`src/hdl/mlp_inference_argmax_core_macros.svh`:
```
// Assertion macros used by the MLP core.
`ifndef MLP_INFERENCE_ARGMAX_CORE_MACROS_SVH
`define MLP_INFERENCE_ARGMAX_CORE_MACROS_SVH
// Implication checked on every rising clock edge outside reset.
`define MLP_ASSERT_IMP(label, clk, rst_n, ante, cons, msg) \
  label: assert property (@(posedge clk) disable iff (!rst_n) (ante) |-> (cons)) \
    else $error(msg);
// Next-cycle implication checked outside reset.
`define MLP_ASSERT_NEXT(label, clk, rst_n, ante, cons, msg) \
  label: assert property (@(posedge clk) disable iff (!rst_n) (ante) |=> (cons)) \
    else $error(msg);
`endif

```
`src/hdl/mia_ram.sv`:
```
// Generic single-port-write, single-port-read RAM with registered read.
`default_nettype none
module mia_ram #(
  parameter int Width = 16,
  parameter int Depth = 64
) (
  input  wire logic                     clk_i,
  input  wire logic                     we_i,
  input  wire logic [$clog2(Depth)-1:0] waddr_i,
  input  wire logic [Width-1:0]         wdata_i,
  input  wire logic [$clog2(Depth)-1:0] raddr_i,
  output logic      [Width-1:0]         rdata_o
);
  logic [Width-1:0] mem_q [Depth];
  always_ff @(posedge clk_i) begin
    if (we_i) mem_q[waddr_i] <= wdata_i;
    rdata_o <= mem_q[raddr_i];
  end
endmodule
`default_nettype wire

```
`config.mk`:
```
export PLATFORM = sky130hd
export DESIGN_NAME = mia_ram
export DESIGN_NICKNAME = d
export VERILOG_FILES = /design/src/hdl/mlp_inference_argmax_core_macros.svh /design/src/hdl/mia_ram.sv
export SDC_FILE = /design/constraint.sdc
export NUM_CORES = 1
export LEC_CHECK = 0
export BUFFER_PORTS_ARGS = -buffer_cell sky130_fd_sc_hd__buf_2
export CORE_UTILIZATION = 40
export DETAILED_ROUTE_END_ITERATION = 10
export GPL_ROUTABILITY_DRIVEN = 0
export MAX_ROUTING_LAYER = met4
export PLACE_DENSITY = 0.6
export SYNTH_ARGS = -nofsm -noshare
export SYNTH_HDL_FRONTEND = slang
export SYNTH_SLANG_ARGS = --single-unit
```
`constraint.sdc`:
```
create_clock -name clk_i -period 6.78 [get_ports clk_i]
set_input_delay 0.678 -clock clk_i [delete_from_list [all_inputs] [get_ports clk_i]]
set_output_delay 0.678 -clock clk_i [all_outputs]
set_load 0.01 [all_outputs]
```
-- After elaboration in Yosys (flattened, before gate mapping)
Memory sizes are Yosys's and may differ from the RTL's. A register that Yosys moved wholly into a read port is not among the register bits.
Cells that the tools add are included.
- memories: 1
- latch bits: 0
- word-level logic and storage cells: 3
- flip-flop bits (word level): 0
- memory bits (writable): 1024
- ROM bits: 0
- output and inout bits: 16
- multipliers: 0
- reductions and logical operators: 0
- shift-type cells: 0
- divide/modulo/power cells: 0
- $add $sub $neg: 0
- muxes and demuxes: 2
- equality and inequality tests: 0
- bitwise logic cells: 0
- $lt $le $gt $ge: 0
- memories (memory ; words ; bits a word ; rd ports ; clocked after Yosys merged registers in ; wr ports ; line ; RTL):
    mem_q ; 64 ; 16 ; 1 ; 1 ; 1 ; mia_ram.sv:14 ; logic [Width-1:0] mem_q [Depth];
- operator list (kind ; count):
    1-bit 2-to-1 mux ; 2

-- Longest topological paths before layout
- word-level depth: 2
- gate-level depth with buffers: 10
- depth with buffers taken out: 5

-- Worst setup path before layout
OpenSTA, ideal clock, no wires.
- path kind: input-to-reg
- start: input waddr_i[3]
- end: memory mem_q[48][0], enable pin
- setup slack: 4.067 ns
- arrival: 2.304 ns
- stages on the path: 4
- setup time: 0.409 ns
- required time: 6.371 ns
- path through: clkbuf_1 > nor2b_1 > nand4b_1 > nor3_1
- RTL lines (item ; line ; RTL):
    start, declared ; mia_ram.sv:9 ; input wire logic [$clog2(Depth)-1:0] waddr_i,
    end, declared ; mia_ram.sv:14 ;
No word-level cell before the write port.

==> reports/metrics.yaml <==
status: "complete, no violations"
syn_to_final_growth_pct: 12.9
clock_path_buffers: 3
postCtsSetupBuffers: 0
synthTopCellsByArea: "edfxtp_1 (77%), mux4_2 (12%), mux2i_1 (2.1%), dfxtp_1 (0.80%), mux2_2 (0.76%)"
cts_resized: 0
cp-startpoint: "raddr_i[0]"
slew_headroom_pct: 20.8
rows: 115
initial_utilization_pct: 40.6
dieArea_um2: 101000
syn-num-nets: 1859
crit_chain: "buf_8 -> buf_4 -> mux4_2 -> nor2b_1 -> a211o_1 -> a31oi_1 -> a311oi_1"
min_period_ns: 3.29
wl_per_cell_um: 28.9
antenna_found_initial: 13
ys_ff_latch: 1040
vdd_drop_max_mv: 0.195
ys_seq_area_share_pct: 77.6
drive_above_1_share_pct: 26.4
postCtsHoldBufs: 0
cp_max_fo: 62
critPathKind: "input pin to register"
slowest_stage: "buf_4"
worst_pin_slew_ns: 1.18
cp.depth: 7
vias: 19069
post-route-period-util_pct: 48.6
finalSetupTns_ns: 0
p_per_area_nw_per_um2: 294
clk_pin_slew_ns: 0.06
io_pins: 46
hp-class: "input pin to register"
yosysWarnings: 0
clk_latency_ns: 0.67
core_um2: 98700
h-tree-depth: 3
netlist_area_um2: 40000
clock_sinks: 1040
track_usage_pct: 19.7
overflow: 0
drcViolationCount: 0
cp-endpoint: "rdata_o[15]"
crit_required_ns: 7.30
path_buf_inv: 2
synth_common_cells: "edfxtp_1 (1024), mux4_2 (220), mux2i_1 (85)"
yosysTopAreaCell: "edfxtp_1"
syn_avg_cell_area_um2: 21.9
cts_buffers: 102
dieWidth_um: 318
r2r_end: "rdata_o[0]"
cts_tree: "built"
final_max_slew_viol_count: 0
crit_path_start_kind: "input pin"
critPathCaptureType: "register"
netlist_instances: 1829
synth_edf_count: 1024
synthFlopType: "edfxtp_1"
drt_iter0_markers: 1936
fin_ws_ns: 3.49
r2r_start: "mem_q[4][0]"
yosysMostFrequentCell: "edfxtp_1"
grt_setup_unrepaired: "false"
hold_violations: 0
fp.dieH_um: 318
clock_skew_ns: 0.0268
ff2ff_path_depth: 5
grt_pass1_wl_um: 139000
ant_nets: 0
port_buffers: 45
leakagePower_uw: 0.0142
root_buffer: "clkbuf_16"
cp.arrival_ns: 3.81
critPathTopFamily: "buffers and inverters"
max_freq_ghz: 0.304
grt_max_degree: 96
dpl.hpwl_um: 56300
async_reset_ff_share_pct: 0
setup_viol: 0
critical_path.max_stage_delay_ns: 0.79
synth.distinct_cells: 43
synth_top_area_share_pct: 76.8
fin_nets: 1996
drt-pass1-iter-count: 5
routed_wl_um: 96700
ff2ff_setup_slack_ns: 4.53
max-cap-violations: 0
grt_pass1_vias: 19362
pre_cts_slack_ns: 2.77
viasPerCell: 5.71
-- worst min-delay path by stage --
stage	from	to	slack, ns	depth (start not counted)
4_1_cts	waddr_i[2]	mem_q[48][10]	0.59	2
2_1_floorplan	mem_q[62][10]	rdata_o[10]	0.75	5
3_5_place_dp	mem_q[40][3]	rdata_o[3]	0.85	4
6_report	waddr_i[2]	mem_q[48][6]	0.63	2
5_1_grt	waddr_i[2]	mem_q[48][10]	0.62	2
3_3_place_gp	mem_q[10][5]	rdata_o[5]	0.86	4
-- stage by stage --
step           util, %  total power (uW)  area [um^2]  instances  hold slack, ns
2_1_floorplan        -              7640        40000       1829           0.750
6_report          45.8             13300        45200       3342           0.625
3_5_place_dp      42.5              7940        41900       3149           0.853
3_3_place_gp      42.5              7930        41900       3149           0.859
4_1_cts           45.8             13400        45200       3339           0.588
5_1_grt           45.8             13700        45200       3342           0.616
-- cell type report --
| cell class | instances | area [um^2] |
|---|---|---|
| Clock buffer | 136 | 2830 |
| Tap cell | 1287 | 1610 |
| Fill cell | 8217 | 53500 |
| Timing Repair Buffer | 137 | 980 |
| Multi-Input combinational cell | 685 | 8270 |
| Antenna cell | 3 | 7.51 |
| Sequential cell | 1040 | 31100 |
| Clock inverter | 54 | 423 |
-- where the power goes --
group          internal [uW]  switching [uW]
combinational            228             424
sequential              7120            28.7
clock                   3150            2350
total                  10500            2800
-- logic make-up (layout without fill, tap and decap cells) --
logic type             Yosys count  count (layout)  synth area share, %
and+or+nand+nor                220             220                 2.65
other                            0               3                    0
buffers and inverters          104             327                 1.83
DFF                           1040            1040                 77.6
muxes                          336             336                 15.5
AOI/OAI and AO/OA              129             129                 2.41
-- state kept, by name (all words and copies together), names as in the netlist --
name     count
mem_q     1024
rdata_o     16
-- cells in the final DEF (no fill, tap or decap), types with 28 or more instances in the layout --
master,Yosys,routed
edfxtp_1,1024,1024
clkbuf_16,0,106
nor2b_1,30,28
buf_4,13,89
nand2_1,59,59
buf_2,36,42
mux2i_1,85,85
a22oi_1,39,39
nor2_1,72,67
mux4_2,220,220
-- per-layer routing --
layer | routed length (um) | share of wire [%] | track usage [%] | vias up
li1 | - | - | - | 7967
met1 | 40300 | 42 | 26.4 | 10319
met3 | 6890 | 7.1 | 4.04 | 134
met5 | 0 | 0 | - | -
met4 | 2200 | 2.3 | 4.85 | 0
met2 | 47200 | 49 | 31.0 | 649
(Power assumes the default switching activity.)
