==> src/hdl/mlp_inference_argmax_core_macros.svh <==
// Assertion macros used by the MLP core.
`ifndef MLP_INFERENCE_ARGMAX_CORE_MACROS_SVH
`define MLP_INFERENCE_ARGMAX_CORE_MACROS_SVH
// Implication checked on every rising clock edge outside reset.
`define MLP_ASSERT_IMP(label, clk, rst_n, ante, cons, msg) \
  label: assert property (@(posedge clk) disable iff (!rst_n) (ante) |-> (cons)) \
    else $error(msg);
// Next-cycle implication checked outside reset.
`define MLP_ASSERT_NEXT(label, clk, rst_n, ante, cons, msg) \
  label: assert property (@(posedge clk) disable iff (!rst_n) (ante) |=> (cons)) \
    else $error(msg);
`endif

==> src/hdl/mia_pkg.sv <==
// Package: constants, types and the sigmoid table of the MLP core.
`default_nettype none
package mia_pkg;
  localparam int MaxLayers  = 4;
  localparam int MaxNeurons = 64;
  localparam int SigEntries = 256;
  localparam int NW  = $clog2(MaxNeurons);
  localparam int WDepth = (MaxLayers - 1) * MaxNeurons * MaxNeurons;
  localparam int BDepth = (MaxLayers - 1) * MaxNeurons;
  // Input layer plus two buffers that hidden layers alternate between.
  localparam int ADepth = 3 * MaxNeurons;
  localparam int WAW = $clog2(WDepth);
  localparam int BAW = $clog2(BDepth);
  localparam int AAW = $clog2(ADepth);
  localparam int SIW = $clog2(SigEntries);
  localparam int ACCW = 32 + NW;

  localparam logic [1:0] OpLoadW = 2'd0;
  localparam logic [1:0] OpLoadB = 2'd1;
  localparam logic [1:0] OpLoadA = 2'd2;
  localparam logic [1:0] OpRun   = 2'd3;

  localparam logic [2:0] CfgNumLayers = 3'd0;
  localparam logic [2:0] CfgInSize    = 3'd1;
  localparam logic [2:0] CfgH1Size    = 3'd2;
  localparam logic [2:0] CfgH2Size    = 3'd3;
  localparam logic [2:0] CfgH3Size    = 3'd4;

  typedef struct packed {
    logic [1:0]  operation;
    logic [1:0]  layer_sel;
    logic [5:0]  row;
    logic [5:0]  col;
    logic signed [15:0] value;
  } in_item_t;

  typedef struct packed {
    logic [5:0]  class_index;
    logic [12:0] best_value;
  } out_item_t;

  // Control from sequencer to datapath.
  typedef struct packed {
    logic clr;     // start a new neuron sum
    logic mac;     // accumulate product of registered operands
  } dp_ctl_t;

  typedef logic [SigEntries-1:0][15:0] sig_tab_t;

  // Shift-and-subtract quotient, only evaluated while elaborating the table.
  function automatic logic [63:0] udiv64(input logic [63:0] num, input logic [63:0] den);
    logic [63:0] q, r;
    q = '0;
    r = '0;
    for (int n = 63; n >= 0; n--) begin
      r = {r[62:0], num[n]};
      if (r >= den) begin
        r = r - den;
        q[n] = 1'b1;
      end
    end
    return q;
  endfunction

  // Sigmoid entry, elaborated at compile time.
  function automatic logic [15:0] sig_entry(input int unsigned i);
    logic [63:0] one, a, b, u, y, y2, e, d, r;
    logic nonneg;
    one = 64'd1 << 30;
    a = 64'(16 * i);
    b = 64'(8 * SigEntries);
    nonneg = a >= b;
    u = nonneg ? a - b : b - a;
    y = udiv64(u << 30, 64'(SigEntries) * 64'd1024);
    y2 = y * y;
    e = one - y + (y2 >> 31) - udiv64(((y2 >> 30) * y) >> 30, 64'd6);
    for (int k = 0; k < 10; k++) e = (e * e) >> 30;
    d = one + e;
    if (nonneg) r = udiv64((64'd1 << 42) + (d >> 1), d);
    else        r = udiv64(64'd4096 * e + (d >> 1), d);
    return r[15:0];
  endfunction

  // Build the whole lookup table.
  function automatic sig_tab_t sig_table_init();
    sig_tab_t t;
    for (int unsigned n = 0; n < SigEntries; n++) t[n] = sig_entry(n);
    return t;
  endfunction

  localparam sig_tab_t SigTab = sig_table_init();
endpackage
`default_nettype wire

==> src/hdl/mia_datapath.sv <==
// Shared multiply-accumulate unit with bias add, saturation and sigmoid lookup.
`default_nettype none
module mia_datapath import mia_pkg::*; (
  input  wire logic        clk_i,
  input  wire logic        rst_ni,
  input  wire dp_ctl_t     ctl_i,
  input  wire logic [15:0] w_i,
  input  wire logic [15:0] a_i,
  input  wire logic [15:0] b_i,
  output logic      [15:0] sig_o
);
  logic signed [31:0]     prod_q;
  logic signed [ACCW-1:0] acc_q, acc_d;
  logic signed [ACCW-1:0] z;
  logic        [15:0]     zsat;
  logic        [SIW-1:0]  idx;

  // Register the product, then accumulate it.
  always_ff @(posedge clk_i or negedge rst_ni) begin
    if (!rst_ni) begin
      prod_q <= '0;
      acc_q  <= '0;
    end else begin
      prod_q <= $signed(w_i) * $signed(a_i);
      acc_q  <= acc_d;
    end
  end

  always_comb begin
    acc_d = acc_q;
    if (ctl_i.clr)      acc_d = '0;
    else if (ctl_i.mac) acc_d = acc_q + ACCW'(prod_q);
  end

  // Floor-shift by 12, add bias, saturate to 16 bits, index the table.
  always_comb begin
    z = (acc_q >>> 12) + ACCW'($signed(b_i));
    if (z > ACCW'(32767))       zsat = 16'h7fff;
    else if (z < -ACCW'(32768)) zsat = 16'h8000;
    else                        zsat = z[15:0];
    idx = SIW'({~zsat[15], zsat[14:0]} >> (16 - SIW));
    sig_o = SigTab[idx];
  end
endmodule
`default_nettype wire

==> config.mk <==
export PLATFORM = sky130hd
export DESIGN_NAME = mia_datapath
export DESIGN_NICKNAME = d
export VERILOG_FILES = /design/src/hdl/mlp_inference_argmax_core_macros.svh /design/src/hdl/mia_pkg.sv /design/src/hdl/mia_datapath.sv
export SDC_FILE = /design/constraint.sdc
export NUM_CORES = 1
export LEC_CHECK = 0
export BUFFER_PORTS_ARGS = -buffer_cell sky130_fd_sc_hd__buf_4
export CAP_MARGIN = 20
export CORE_ASPECT_RATIO = 1.1
export CORE_MARGIN = 4
export CORE_UTILIZATION = 54
export DETAILED_ROUTE_END_ITERATION = 8
export MAX_ROUTING_LAYER = met4
export PLACE_DENSITY = 0.74
export RECOVER_POWER = 50
export REMOVE_ABC_BUFFERS = 1
export SETUP_SLACK_MARGIN = 0.02
export SLEW_MARGIN = 20
export SYNTH_ARGS = -nofsm -noshare
export SYNTH_HDL_FRONTEND = slang
export SYNTH_SLANG_ARGS = --single-unit
==> constraint.sdc <==
create_clock -name clk_i -period 8.3 [get_ports clk_i]
set_input_delay 1.245 -clock clk_i [delete_from_list [all_inputs] [get_ports clk_i]]
set_output_delay 1.245 -clock clk_i [all_outputs]
set_load 0.01 [all_outputs]
---- Word-level counts from Yosys, hierarchy flattened ----
Memories as Yosys holds them, arrays and structs flattened.
Cells that the tools add are included.
word-level totals
  memories kept ........................... 1
  bits of input ports ..................... 52
  register bits ........................... 70
  word-level logic and storage cells ...... 16
  ROM bits ................................ 4,096
  output and inout port bits .............. 16
memories
  memory            depth  width  read ports  clocked after memory_dff  write ports  line                text
  (name not given)  256    16     1           0                         0            mia_datapath.sv:42  sig_o = SigTab[idx];
operators by class
  bitwise logic cells ..................... 1
  reduce and logical (&&, ||, !) cells .... 1
  $lt $le $gt $ge ......................... 3
  add/subtract/negate cells ............... 2
  mux-type cells .......................... 5
  multiply operators ...................... 1
operator list
  operator                                                                        number
  38-bit two-way mux                                                              2
  16-bit two-way mux                                                              3
  38-bit by 32-bit adder with 38-bit output                                       1
  16-bit by 16-bit multiplier with 32-bit output                                  1
  26-bit by 16-bit adder with 27-bit output                                       1
  27-bit by 16-bit > comparator with 1-bit output, second input constant          1
  27-bit by 16-bit less-than comparator with 1-bit output, second input constant  1
  8-bit by 9-bit less-than comparator with 1-bit output, second input constant    1
  2-bit nonzero test                                                              1
  1-bit NOT                                                                       1

---- Longest topological paths before layout ----
Gate-level depths: netlist of run 1.
  depth in word-level cells ............... 7
  gate-level depth with buffers ........... 25
  depth with buffers taken out ............ 24

---- Worst setup path after synthesis of run 1 ----
No wires, ideal clock.
  path type ............................... input to output
  from .................................... input b_i[0]
  to ...................................... output sig_o[1]
  data required time ...................... 7,055 ps
  stages .................................. 23
  path slack .............................. 687 ps
  path buffers ............................ 4
  data arrival time ....................... 6,368 ps
  path through ............................ ha_1 fa_1 a211oi_1 o211ai_1 a31oi_4 mux2i_1 or4_1 nor4_1 and4_1 buf_6 a21oi_2 buf_6 clkbuf_1 o21ai_0 inv_1 ha_1 clkbuf_1 inv_1 nor2_1 a211oi_1 o21ai_0 a211o_1 a211oi_1
on the way
  word-level cells in the longest chain between the ends .. 7
ends and longest elaborated chain
  item                                                     line                text
  start, declared                                          mia_datapath.sv:9   input wire logic [15:0] b_i,
  26-bit by 16-bit adder with 27-bit output (*)            mia_datapath.sv:37  z = (acc_q >>> 12) + ACCW'($signed(b_i));
  27-bit by 16-bit less-than comparator with 1-bit output  mia_datapath.sv:39  else if (z < -ACCW'(32768)) zsat = 16'h8000;
  16-bit two-way mux                                       mia_datapath.sv:39
  16-bit two-way mux (*)                                   mia_datapath.sv:38  if (z > ACCW'(32767)) zsat = 16'h7fff;
  1-bit NOT                                                mia_datapath.sv:41  idx = SIW'({~zsat[15], zsat[14:0]} >> (16 - SIW));
  memory 256 x 16 bit (*)                                  -
  16-bit two-way mux (not written as such) (*)             mia_datapath.sv:42
  end, declared                                            mia_datapath.sv:10  output logic [15:0] sig_o
Every way passes the cells marked *; elsewhere a longest branch is shown, timed or not. The select of a mux whose other input is x is not followed.

---- Final worst setup path of run 1 ----
  from .................................... input b_i[15]
  to ...................................... output sig_o[2]
The elaborated chain is that of the path after synthesis.

==> results of run 1 <==
==> Yosys cell counts (7+ instances only) <==
master and number:
inv_1 303, fa_1 264, nand2_1 222, ha_1 158
and2_1 132, nor2_1 130, a21oi_1 118, o21ai_0 93
clkbuf_1 74, dfrtp_1 70, xnor2_1 65, nor3_1 54
nand3_1 37, a21o_1 34, a31oi_1 33, a211oi_1 26
mux2i_1 26, xor2_1 22, o211ai_1 21, and3_1 20
nand2b_1 15, or3_1 14, buf_2 13, o21bai_1 13
o22ai_1 13, nor4_1 11, a2111oi_0 10, buf_4 10
nor2b_1 10, nand4_1 9, o21a_1 8, o31ai_1 8
a311oi_1 7
==> logic make-up (layout without fill, tap and decap cells) <==
kind of cell	Yosys count	in the layout	share of synthesized area, %
AO/OA/AOI/OAI	470	470	17.4
XOR/XNOR	87	87	4.21
adder cells (fa/ha/maj)	422	422	40.1
buffers and inverters	412	497	9.03
flip-flops	70	70	9.68
multiplexers	28	28	1.56
other	1	4	0.0207
AND/OR/NAND/NOR	672	672	17.9
==> worst max-delay path, delay by kind of cell <==
family | cells | cell delay [ns]
simple gates | 3 | 1.41
buf+inv | 3 | 0.52
xor+xnor | 1 | 0.14
compound gates | 11 | 2.37
fa+ha+maj | 2 | 0.98
==> per-layer routing <==
layer / up-vias / part of all wire, % / global-route usage [%]
met5: - / 0 / -
met4: 0 / 6.7 / 19.5
met3: 278 / 8.3 / 5.82
met2: 983 / 49 / 60.8
met1: 8257 / 36 / 40.1
li1: 7393 / - / -
==> through the flow <==
stage / area, µm² / std cells
3_5_place_dp: 19500 / 2666
6_report: 19900 / 2682
4_1_cts: 19900 / 2682
3_3_place_gp: 19500 / 2666
2_1_floorplan: 17600 / 2059
5_1_grt: 19900 / 2682
==> sequential cells by signal, summed over array words and instances (netlist names) <==
name and cells:
acc_q 38, prod_q 32
==> final cells by class <==
type / instances / area, µm² / area share, %
multi-input combinational: 1683 / 14800 / 74.2
sequential: 70 / 1750 / 8.80
timing repair buffer: 175 / 1330 / 6.67
inverter: 306 / 1150 / 5.78
tap: 432 / 541 / 2.71
clock buffer: 9 / 225 / 1.13
clock inverter: 7 / 146 / 0.735
==> worst max path at each step <==
stage / start / to / depth (start not counted)
floorplan: b_i[0] / sig_o[6] / 21
global placement: b_i[0] / sig_o[1] / 20
detailed placement: b_i[0] / sig_o[1] / 20
CTS: b_i[0] / sig_o[1] / 20
global route: b_i[0] / sig_o[6] / 24
finish: b_i[15] / sig_o[2] / 20
==> impl_metrics.csv, run 1 <==
group,metric,value,unit
worst_setup_path,r2r-end,"acc_q[37]",
sta,setup_viol,0,
sta,fin_crit,7.93,ns
worst_setup_path,crit_path_cell_trace,"buf_4, ha_1, a21oi_1, a2bb2oi_1, a31oi_1, a221o_1, a41oi_1, xnor2_1, nor4_2, a21o_1, o21ai_0, buf_4, ha_1, a21oi_1, nor2_1, a21oi_1, or4_1, o21ai_0, o31ai_1, buf_4",
layout,n_antenna_cell,0,
worst_setup_path,crit_type,"in2out",
synth,synth_area_leaders,"fa_1, ha_1, dfrtp_1",
sta,rsz0062_at_grt,"no",
synth,postSynthAreaPerCell,8.37,µm²
layout,final_util,60.0,%
cts,clk_pin_slew_worst_paths,0.06,ns
worst_setup_path,start_kind,"primary input",
min_path,holdPathStages,2,
route,drt_iter0_drc,1287,
min_path,worstHoldStart,"acc_q[10]",
place,gp_congestion,1.12,
cts,cts_hold_buf,0,
cts,cts_root_buffer,"clkbuf_16",
layout,mostFrequentLayoutCell,"inv_1",
sta,finalHoldViolCount,0,
worst_setup_path,cp_data_arrival_time,6.69,ns
route,num_vias,16911,
cts,clk_latency,0.33,ns
synth,async_flop_share,100,%
route,firstDrtPassIters,5,
place,hpwlAfterDp,51100,µm
worst_setup_path,cp_slowest_cell,"ha_1",
global_routing,grt_pass1_vias,17706,
layout,most-common-layout-cells,"inv_1, fa_1, nand2_1",
floorplan,start_util,54.5,%
synth,synth_top_area_share,29.2,%
floorplan,die-width,183,µm
run_status,status,"complete, but fails checks",
layout,nFillCells,2774,
worst_setup_path,worst_setup_path_end_kind,"primary output",
synth,ys_types,86,
worst_setup_path,reg2reg_setup_slack,3.45,ns
min_path,whs_endpoint,"acc_q[10]",
synth,synth_flop_cell,"dfrtp_1",
sta,max_freq,0.126,GHz
sta,layout_setup_ws,0.369,ns
synth,synth_seq_cells,70,
sta,skew,0.00900,ns
layout,drive_above_1_share,9.73,%
cts,post_cts_buffers,0,
route,routedWlPerCell,23.5,µm
route,drt_wl_total,63000,µm
floorplan,core,33200,µm²
sta,tns,0,ns
layout,nets,2719,
route,routed_via_density,6.31,
route,route.detailed.drc,0,
synth,syn_area,18100,µm²
flow_run,drv_cap,2,
cts,cts-resized-gates,0,
sta,worst_pin_slew,3.77,ns
synth,synth_top_area_cell,"fa_1",
cts,cts_buffers,9,
global_routing,grt_remaining_overflow,0,
worst_setup_path,timing.rr.start,"prod_q[4]",
synth,yosysWarnings,0,
sta,holdWs,0.535,ns
place,port_buffers,63,
sta,fin_crit_sh,95.6,%
run_status,violations,"capacitance limit, slew limit",
cts,clock-sinks,70,
worst_setup_path,critPathRequiredTime,7.05,ns
min_path,hold_path.class,"reg2reg",
synth,synth-edff-count,0,
floorplan,io_pins,68,
route,antenna_left,0,
global_routing,grt_antenna_before_repair,0,
worst_setup_path,reg2reg_depth,15,
cts,h-tree-depth,3,
sta,finalMaxSlewViolations,112,
synth,synthCells,2162,
floorplan,num_rows,70,
global_routing,grt_pass1_wl,98700,µm
floorplan,die_area,36500,µm²
sta,relSlewSlack,-151,%
place,pre_cts_ws,0.531,ns
synth,ys_seq_area_share,9.68,%
worst_setup_path,cpPeakStageDelay,0.53,ns
global_routing,grt_start_max_net_pins,71,
cts,cts_tree,"done",
cts,cts_buffer_depth,2,
worst_setup_path,path_max_fanout,11,
layout,syn2layout_area_growth,10.0,%
floorplan,die_h,200,µm
global_routing,track_usage,35.6,%
Power of run 1 is left out: the tool's default activity adds up to more than one toggle a clock period on the data nets, which glitch-free logic cannot reach.
==> run 2: changes to the inputs <==
Settings changed: CORE_ASPECT_RATIO 1.1 to unset.
==> impl_metrics.csv, run 2 (synthesized netlist as in run 1, its figures left out) <==
group,metric,value,unit
cts,cts_root_buffer,"clkbuf_16",
layout,mostFrequentLayoutCell,"inv_1",
cts,clk_pin_slew_worst_paths,0.06,ns
route,num_vias,16822,
cts,clock-sinks,70,
layout,largest_reg_flops,38,
sta,rsz0062_at_grt,"yes",
sta,max_freq,0.124,GHz
worst_setup_path,path_max_fanout,14,
sta,worst_pin_slew,2.72,ns
flow_run,drv_cap,2,
layout,nets,2711,
cts,cts_buffer_depth,2,
sta,skew,0.0148,ns
sta,finalMaxSlewViolations,89,
layout,most-common-layout-cells,"inv_1, fa_1, nand2_1",
sta,setup_viol,0,
layout,max_flop_register,"acc_q",
cts,cts_hold_buf,0,
route,routedWlPerCell,22.9,µm
worst_setup_path,crit_path_end,"sig_o[4]",
min_path,hold_path.class,"reg2reg",
worst_setup_path,cp_data_arrival_time,6.82,ns
worst_setup_path,start_kind,"primary input",
worst_setup_path,r2r-end,"acc_q[37]",
route,drt_iter0_drc,1725,
layout,drive_above_1_share,9.32,%
route,antenna_left,0,
route,routed_via_density,6.27,
sta,finalHoldViolCount,0,
cts,clk_latency,0.36,ns
sta,fin_crit,8.06,ns
cts,h-tree-depth,3,
global_routing,track_usage,35.5,%
global_routing,grt_antenna_before_repair,0,
worst_setup_path,critPathRequiredTime,7.05,ns
worst_setup_path,crit_start,"b_i[1]",
global_routing,grt_pass1_wl,97600,µm
cts,post_cts_buffers,0,
global_routing,grt_start_max_net_pins,48,
layout,syn2layout_area_growth,9.53,%
route,route.detailed.drc,0,
floorplan,core,32800,µm²
floorplan,die_h,191,µm
sta,tns,0,ns
layout,largestRegisters,"acc_q (38), prod_q (32)",
route,firstDrtPassIters,6,
floorplan,io_pins,68,
floorplan,die_area,36500,µm²
global_routing,grt_pass1_vias,17385,
run_status,violations,"capacitance limit, slew limit",
global_routing,grt_remaining_overflow,0,
place,gp_congestion,1.15,
worst_setup_path,worst_setup_path_end_kind,"primary output",
worst_setup_path,reg2reg_setup_slack,3.16,ns
place,hpwlAfterDp,48900,µm
floorplan,die-width,191,µm
cts,cts-resized-gates,0,
floorplan,num_rows,66,
worst_setup_path,timing.rr.start,"acc_q[4]",
floorplan,start_util,55.2,%
cts,cts_tree,"done",
route,drt_wl_total,61500,µm
cts,cts_buffers,9,
worst_setup_path,crit_type,"in2out",
sta,fin_crit_sh,97.2,%
sta,relSlewSlack,-81.4,%
worst_setup_path,reg2reg_depth,15,
place,port_buffers,63,
run_status,status,"complete, but fails checks",
==> run 2: layout make-up <==
| cell class | instances | area (µm²) |
|---|---|---|
| multi-input cells | 1683 | 14800 |
| fillers | 2869 | 13000 |
| flip-flops and latches | 70 | 1750 |
| repair buffers | 167 | 1240 |
| inverters | 306 | 1150 |
| well taps | 442 | 553 |
| clock buffers | 11 | 253 |
| clock inverters | 5 | 104 |
| diodes | 1 | 2.50 |
==> run 2: critical path, cell delays in order <==
cell and delay (ns):
buf_4 0.12, ha_1 0.28, a21oi_1 0.37, o22ai_1 0.26, o2111a_1 0.31, or2_2 0.32, o311ai_0 0.34, nor4_1 0.09
and4_1 0.23, a21oi_2 0.61, o21ai_0 0.27, buf_4 0.21, inv_1 0.13, ha_1 0.19, buf_4 0.22, a211oi_1 0.11
a2111oi_2 0.36, buf_4 0.17, nor4_1 0.04, buf_4 0.14, a211oi_1 0.56, buf_4 0.24
==> run 2: per-layer routing <==
layer / part of all wire [%] / up-vias / wire [µm] / track usage [%]
li1: - / 7373 / - / -
met3: 9.1 / 273 / 5630 / 5.77
met1: 38 / 8129 / 23600 / 43.7
met5: 0 / - / 0 / -
met4: 6.1 / 0 / 3780 / 17.8
met2: 46 / 1047 / 28500 / 57.0
==> run 2: metrics by stage <==
stage | setup slack, ns | cells | hold WS [ns] | util, % | cell area, µm²
2_1_floorplan | 0.149 | 2059 | 0.473 | - | 17600
3_3_place_gp | 0.463 | 2668 | 0.508 | 59.4 | 19500
3_5_place_dp | 0.476 | 2668 | 0.521 | 59.4 | 19500
4_1_cts | 0.452 | 2684 | 0.534 | 60.5 | 19800
5_1_grt | 0.0194 | 2684 | 0.546 | 60.4 | 19800
6_report | 0.236 | 2685 | 0.533 | 60.4 | 19800
==> run 2: how the worst min path moves through the flow <==
stage | startpoint | to | slack (ns) | cells after the start
3_3_place_gp | acc_q[0] | acc_q[0] | 0.51 | 2
6_report | acc_q[5] | acc_q[5] | 0.53 | 2
5_1_grt | acc_q[4] | acc_q[4] | 0.55 | 2
3_5_place_dp | acc_q[5] | acc_q[5] | 0.52 | 2
2_1_floorplan | acc_q[32] | acc_q[32] | 0.47 | 2
4_1_cts | acc_q[5] | acc_q[5] | 0.53 | 2
Power of run 2 is left out for the same reason.
